--- src/rtl/core/assert_macros.svh ---
// Assertion shorthands for the sorter; define NO_ASSERTIONS to leave them out
`ifndef ASSERT_MACROS_SVH
`define ASSERT_MACROS_SVH
`ifndef NO_ASSERTIONS
// Check a property on every rising edge outside reset
`define MS_ASSERT(lbl, clk, rst_n, prop) \
    lbl: assert property (@(posedge clk) disable iff (!rst_n) prop) \
        else $error("sorter assertion failed");
// Check that a condition never holds outside reset
`define MS_ASSERT_NEVER(lbl, clk, rst_n, cond) \
    lbl: assert property (@(posedge clk) disable iff (!rst_n) !(cond)) \
        else $error("sorter forbidden condition seen");
`else
`define MS_ASSERT(lbl, clk, rst_n, prop)
`define MS_ASSERT_NEVER(lbl, clk, rst_n, cond)
`endif
`endif

--- src/rtl/core/msort_pkg.sv ---
package msort_pkg;

    localparam int DATA_W        = 32;
    localparam int MAX_ITEMS_DEF = 64;
    // Beats buffered between the front and the back; a power of two
    localparam int QUEUE_DEPTH   = 2;

    typedef enum logic [2:0] {
        S_LOAD,
        S_MRD,
        S_MWR,
        S_ERD,
        S_EOUT
    } t_back_state;

    // Oldest queued beat as seen by the back
    typedef struct packed {
        logic                     valid;
        logic signed [DATA_W-1:0] value;
        logic                     last;
    } t_queue_head;

endpackage

--- src/rtl/core/msort_if.sv ---
interface msort_in_if import msort_pkg::*; ();
    logic                     valid;
    logic                     ready;
    logic signed [DATA_W-1:0] item_value;
    logic                     item_last;

    modport source (output valid, output item_value, output item_last, input ready);
    modport sink   (input valid, input item_value, input item_last, output ready);
endinterface


--- src/rtl/core/msort_front.sv ---
module msort_front import msort_pkg::*; (
    input  logic        i_clk,
    input  logic        i_rst_n,
    msort_in_if.sink    i_in,
    output t_queue_head o_head,
    input  logic        i_pop
);

    localparam int PTR_W  = (QUEUE_DEPTH > 1) ? $clog2(QUEUE_DEPTH) : 1;
    localparam int FILL_W = $clog2(QUEUE_DEPTH + 1);

    logic signed [DATA_W-1:0] r_q_value [QUEUE_DEPTH];
    logic                     r_q_last  [QUEUE_DEPTH];
    logic [PTR_W-1:0]         r_wr_ptr;
    logic [PTR_W-1:0]         r_rd_ptr;
    logic [FILL_W-1:0]        r_fill;
    logic                     push;
    logic                     pop;

    // Take a beat whenever a slot is free
    assign i_in.ready = (r_fill != FILL_W'(QUEUE_DEPTH));
    assign push       = i_in.valid && i_in.ready;
    assign pop        = i_pop && (r_fill != '0);

    // Present the oldest beat to the back
    assign o_head.valid = (r_fill != '0);
    assign o_head.value = r_q_value[r_rd_ptr];
    assign o_head.last  = r_q_last[r_rd_ptr];

    // Store incoming beats
    always_ff @(posedge i_clk) begin
        if (push) begin
            r_q_value[r_wr_ptr] <= i_in.item_value;
            r_q_last[r_wr_ptr]  <= i_in.item_last;
        end
    end

    // Advance pointers and fill level
    always_ff @(posedge i_clk) begin
        if (!i_rst_n) begin
            r_wr_ptr <= '0;
            r_rd_ptr <= '0;
            r_fill   <= '0;
        end else begin
            if (push) begin
                r_wr_ptr <= PTR_W'(r_wr_ptr + 1'b1);
            end
            if (pop) begin
                r_rd_ptr <= PTR_W'(r_rd_ptr + 1'b1);
            end
            case ({push, pop})
                2'b10:   r_fill <= FILL_W'(r_fill + 1'b1);
                2'b01:   r_fill <= FILL_W'(r_fill - 1'b1);
                default: r_fill <= r_fill;
            endcase
        end
    end

endmodule

--- src/flat_wrapper.sv ---
// flat-port wrapper written by rule: the top's interface ports become plain ports
module msort_front_flat import msort_pkg::*;
  (i_clk, i_rst_n, o_head, i_pop, i_in_valid, i_in_item_value, i_in_item_last, i_in_ready);
  msort_in_if i_in_i ();
  input  logic i_clk;
  input  logic i_rst_n;
  output t_queue_head o_head;
  input  logic i_pop;
  input wire logic [$bits(i_in_i.valid)-1:0] i_in_valid;
  input wire logic [$bits(i_in_i.item_value)-1:0] i_in_item_value;
  input wire logic [$bits(i_in_i.item_last)-1:0] i_in_item_last;
  output wire logic [$bits(i_in_i.ready)-1:0] i_in_ready;
  assign i_in_i.valid = i_in_valid;
  assign i_in_i.item_value = i_in_item_value;
  assign i_in_i.item_last = i_in_item_last;
  assign i_in_ready = i_in_i.ready;
  msort_front u_core (.i_clk(i_clk), .i_rst_n(i_rst_n), .i_in(i_in_i), .o_head(o_head), .i_pop(i_pop));
endmodule
--- config.mk ---
export PLATFORM = sky130hd
export DESIGN_NAME = msort_front_flat
export DESIGN_NICKNAME = d
export VERILOG_FILES = /design/src/rtl/core/assert_macros.svh /design/src/rtl/core/msort_pkg.sv /design/src/rtl/core/msort_if.sv /design/src/rtl/core/msort_front.sv /design/src/flat_wrapper.sv
export SDC_FILE = /design/constraint.sdc
export NUM_CORES = 1
export LEC_CHECK = 0
export ABC_AREA = 1
export BUFFER_PORTS_ARGS = -buffer_cell sky130_fd_sc_hd__buf_2
export CAP_MARGIN = 20
export CORE_MARGIN = 1.5
export CORE_UTILIZATION = 42
export CTS_CLUSTER_DIAMETER = 40
export CTS_CLUSTER_SIZE = 16
export DETAILED_ROUTE_END_ITERATION = 10
export GPL_ROUTABILITY_DRIVEN = 1
export PLACE_DENSITY_LB_ADDON = 0.25
export RECOVER_POWER = 100
export SYNTH_ARGS = -nofsm -noshare
export SYNTH_HDL_FRONTEND = slang
export SYNTH_SLANG_ARGS = --single-unit
export TNS_END_PERCENT = 10
--- constraint.sdc ---
create_clock -name i_clk -period 7.33 [get_ports i_clk]
set_input_delay 2.199 -clock i_clk [delete_from_list [all_inputs] [get_ports i_clk]]
set_output_delay 2.199 -clock i_clk [all_outputs]
set_load 0.01 [all_outputs]
**Word-level counts from Yosys, hierarchy flattened**

Memories as Yosys holds them, arrays and structs flattened. A register that Yosys moved wholly into a read port is not among the register bits.
Cells that the tools add are included.

- Memories: 2
- Word-level logic and storage cells: 23
- Bits in registers: 4
- RAM bits: 66

Memory list:

| name | words | width | read ports | clocked after Yosys merged registers in | write ports | RTL line | text |
|---|---|---|---|---|---|---|---|
| u_core.r_q_value | 2 | 32 | 1 | 1 | 1 | msort_front.sv:12 | `logic signed [DATA_W-1:0] r_q_value [QUEUE_DEPTH];` |
| u_core.r_q_last | 2 | 1 | 1 | 1 | 1 | msort_front.sv:13 | `logic r_q_last [QUEUE_DEPTH];` |

- Add/subtract/negate cells: 4
- Reductions and logical operators: 4
- Multiplexer cells: 7
- Equality and inequality tests: 3

Operator list:

| operator | count |
|---|---|
| 1-bit 2-to-1 mux | 6 |
| 2-bit case mux with 2 select lines | 1 |
| 2-bit nonzero test | 2 |
| 1-bit adder (second input constant) | 2 |
| 2-bit by 1-bit adder with 2-bit output (second input constant) | 1 |
| 2-bit by 1-bit equality test with 1-bit output (second input constant) | 1 |
| 2-bit equality test (second input constant) | 1 |
| 1-bit logical AND | 2 |
| 2-bit inequality test (second input constant) | 1 |
| 2-bit by 1-bit subtractor with 2-bit output (second input constant) | 1 |

**Depth between registers and ports, before layout**

- Word-level depth: 4
- Gate-level depth with buffers: 9
- Gate-level depth less buffers: 9

**Least setup slack after synthesis**

No wires, ideal clock.

- Path type: input -> register
- From: input port i_in_valid
- To: memory u_core.r_q_last[0], enable pin
- Cell stages on the path: 2
- Arrival time: 3.676 ns
- Setup time: 0.423 ns
- Slack: 3.231 ns
- Data required time: 6.907 ns
- Cells stage by stage: nand2_2 nor2_1

- Word-level cells in the longest chain between the ends: 3

RTL lines:

| item | RTL line | text |
|---|---|---|
| start, declared | flat_wrapper.sv:9 | `input wire logic [$bits(i_in_i.valid)-1:0] i_in_valid;` |
| 1-bit logical AND | msort_front.sv:22 | `assign push = i_in.valid && i_in.ready;` |
| 1-bit 2-to-1 mux | msort_front.sv:32 | `if (push) begin` |
| 1-bit 2-to-1 mux (implied by the code) | msort_front.sv:34 | `r_q_last[r_wr_ptr] <= i_in.item_last;` |
| end, declared | msort_front.sv:13 |  |

Every way passes these cells.

**Final worst setup path**

- From: input port i_in_valid
- To: memory u_core.r_q_value[0][20], enable pin

- Word-level cells in the longest chain between the ends: 3

RTL lines:

| item | RTL line | text |
|---|---|---|
| 1-bit logical AND | msort_front.sv:22 |  |
| 1-bit 2-to-1 mux | msort_front.sv:32 |  |
| 1-bit 2-to-1 mux (implied by the code) | msort_front.sv:33 | `r_q_value[r_wr_ptr] <= i_in.item_value;` |
| end, declared | msort_front.sv:12 |  |

Every way passes these cells.

==> out/results.tsv <==
metric	value	unit
outcome	finished, violations left	
failing checks	capacitance limit, slew limit	
count of cell types in the netlist	18	
initial antenna violation count	0	
worst reg2reg path startpoint	u_core.r_fill[0]$_SDFFE_PN0P_	
Final Wtd Congestion	0.685	
Crit. Startpoint	i_in_valid	
share of cells above drive strength 1	32.0	%
Synthesized Nets	177	
power per cell area	314	mW/mm²
post-place setup slack	3.49	ns
Worst EP arrival	4.44	ns
starting density of the core	43.5	%
worst-margin pin slew	2.78	ns
top cell type's share of synthesized area	71.4	%
post-synthesis sequential area ratio	75.0	%
WL per Instance	14.5	µm
register cell area after layout	0.00208	mm²
total negative slack	0	ns
WP buf/inv	1	
crit path capture type	flop	
Tmin final	4.55	ns
Startpoint Class	input pin	
DR iter-0 viols	73	
critical path depth	3	
Final Cycle Share	62.0	%
sw power	0.000249	W
#FFs+latches synth	71	
Core Area	0.00639	mm²
Die Height	84.3	µm
global route overflow	0	
Area Growth Syn to Fin	16.2	%
Multi-input gate area	492	µm²
maximum VDD drop	0.147	mV
clk slew on worst S/H paths	0.06	ns
Placed Cells	283	
largest net degree at the start of global routing	35	
top cells by area, synth	edfxtp_1 71%, mux2_4 16%, dfxtp_1 3.6%, buf_12 2.2%, nand2_1 1.2%	
number of synthesized flops with an enable pin	66	
nets	255	
TritonCTS clock tree	done	
vias in the first global route	1399	
Mapped Cells	139	
via count	1361	
I/O pin cnt	72	
WL final	4330	µm
mean post-synth cell area	20.0	µm²
count of final hold-check violations	0	
DRT antenna net count	0	
Max Slew Vio Count	103	
Main synth FF type	edfxtp_1	
non-filler instance count after layout	299	
CP max stage delay	2.05	ns
Worst Setup Path Type	in2reg	
CP required	7.22	ns
Flop pwr share	52.1	%
PostCTS Resize Cnt	0	
top post-synthesis cells by count	66 x edfxtp_1, 30 x mux2_4, 9 x nand2_1, 9 x nor2_1, 5 x dfxtp_1	
CP max stage cell	nor2_1	
via/cell ratio	4.55	
Slew HR	-86.0	%
Longest Clk Path Bufs	2	
cts bufs inserted	9	
RSZ-0062 raised after global routing	no	
cts hold-fix bufs	0	
Final Skew	0.00476	ns
largest area contributor in the netlist	edfxtp_1	
die area	0.00711	mm²
max cap viols	3	
Cell Chain, Critical Path	buf_2 > nand2_1 > nor2_1	
diode count	0	
Root Buffer	clkbuf_8	
Clk Latency, worst-skew pair	0.33	ns
Synth Cell Area	0.00278	mm²
TritonCTS sink count	71	
largest delay contributor family on the critical path	simple AND/OR/NAND/NOR gates	
Post-synth ARST share	0	%
reg2reg path depth	4	
top-count cell post-synth	edfxtp_1	
hold path depth	2	
Max FO, Critical Path	33	
Rows	29	
Clk pwr share	31.4	%
postcts setup bufs	0	
maximum clock rate	220	MHz
number of fill cells in the layout	576	
Tot GR Track Use	13.1	%
H-tree Lvls	3	
logic gate share of total power	16.5	%
HP Start	u_core.r_rd_ptr$_SDFFE_PN0P_	
Pint	0.000764	W
Leak Pwr	1.21	nW
Pwr Total	0.00101	W
port bufs	71	
Pre-antenna DRT Iters	4	
DRC violations left	0	
Tightest Hold Check Type	reg2reg	
HPWL Detailed	2780	µm
Final WS setup	2.78	ns
first-pass GRT wire length	6800	µm
chip width	84.3	µm
worst hold slack	0.503	ns
synth warn	0	
switch share	24.6	%
# setup viols final	0	
-- cell usage in the layout, fill, tap and decap left out --
master	synthesis	layout
ha_1	1	1
mux2_1	0	29
inv_1	4	5
buf_2	0	55
edfxtp_1	66	66
o21ai_0	1	1
nand2_1	9	10
o21a_1	1	1
nand3_1	1	1
a21oi_1	1	1
mux2_2	3	3
bufinv_16	0	2
clkbuf_8	0	9
nor2_1	9	10
clkbuf_1	0	18
dfxtp_1	5	5
clkinv_2	0	1
nand4_1	1	1
mux2_4	30	1
clkinv_1	0	2
-- registers in the layout, indices dropped and copies added, names as in the netlist, named ones only --
name and cells:
u_core.r_fill 2, u_core.r_q_last 2, u_core.r_q_value 64, u_core.r_rd_ptr 1
u_core.r_wr_ptr 1
-- power by group through the flow --
stage	sequential, W	combinational [W]	clock [W]
finish	0.000528	0.000167	0.000318
global route	0.000534	0.000186	0.000349
CTS	0.000535	0.000210	0.000330
detailed placement	0.000544	0.000209	0
global placement	0.000541	0.000208	0
floorplan	0.000517	0.000172	0
-- through the flow --
stage               utilization [%]  instance area, µm²
global route                   50.5                3230
floorplan                         -                2780
detailed placement             49.7                3170
CTS                            52.9                3380
global placement               49.7                3170
finish                         50.5                3230
-- worst paths after layout --
kind	to	slack [ns]
setup / recovery	u_core.r_q_value[0][20]$_DFFE_PP_	2.78
hold / removal	u_core.r_rd_ptr$_SDFFE_PN0P_	0.50
setup reg to reg	u_core.r_q_value[0][20]$_DFFE_PP_	4.15
hold reg to reg	u_core.r_rd_ptr$_SDFFE_PN0P_	0.50
-- kinds of logic after synthesis --
family | share of synthesized area [%]
compound gates | 0.630
fa+ha+maj | 0.450
buf+inv | 3.24
flops | 75.0
mux | 17.4
simple gates | 3.29
-- layer usage --
metal / part of all wire, % / vias up / track usage, %
met1: 42 / 631 / 15.6
met5: 0 / - / 0
li1: - / 674 / -
met2: 50 / 46 / 20.5
met4: 2.1 / 0 / 7.60
met3: 5.9 / 10 / 4.62
-- final cells by class --
cell class                 instances  share of cell area, %
inverter                           5                  0.581
clock inverter                     5                   2.25
multi-input combinational         59                   15.2
clock buffer                      11                   4.07
sequential                        71                   64.5
timing repair buffer              71                   10.4
tap                               77                   2.98
-- worst min-delay path, stage by stage, from the launching register on --
cell	delay (ns)
dfxtp_1	0.34
nor2_1	0.06
nor2_1	0.07
Power figures use the tool's default switching activity.
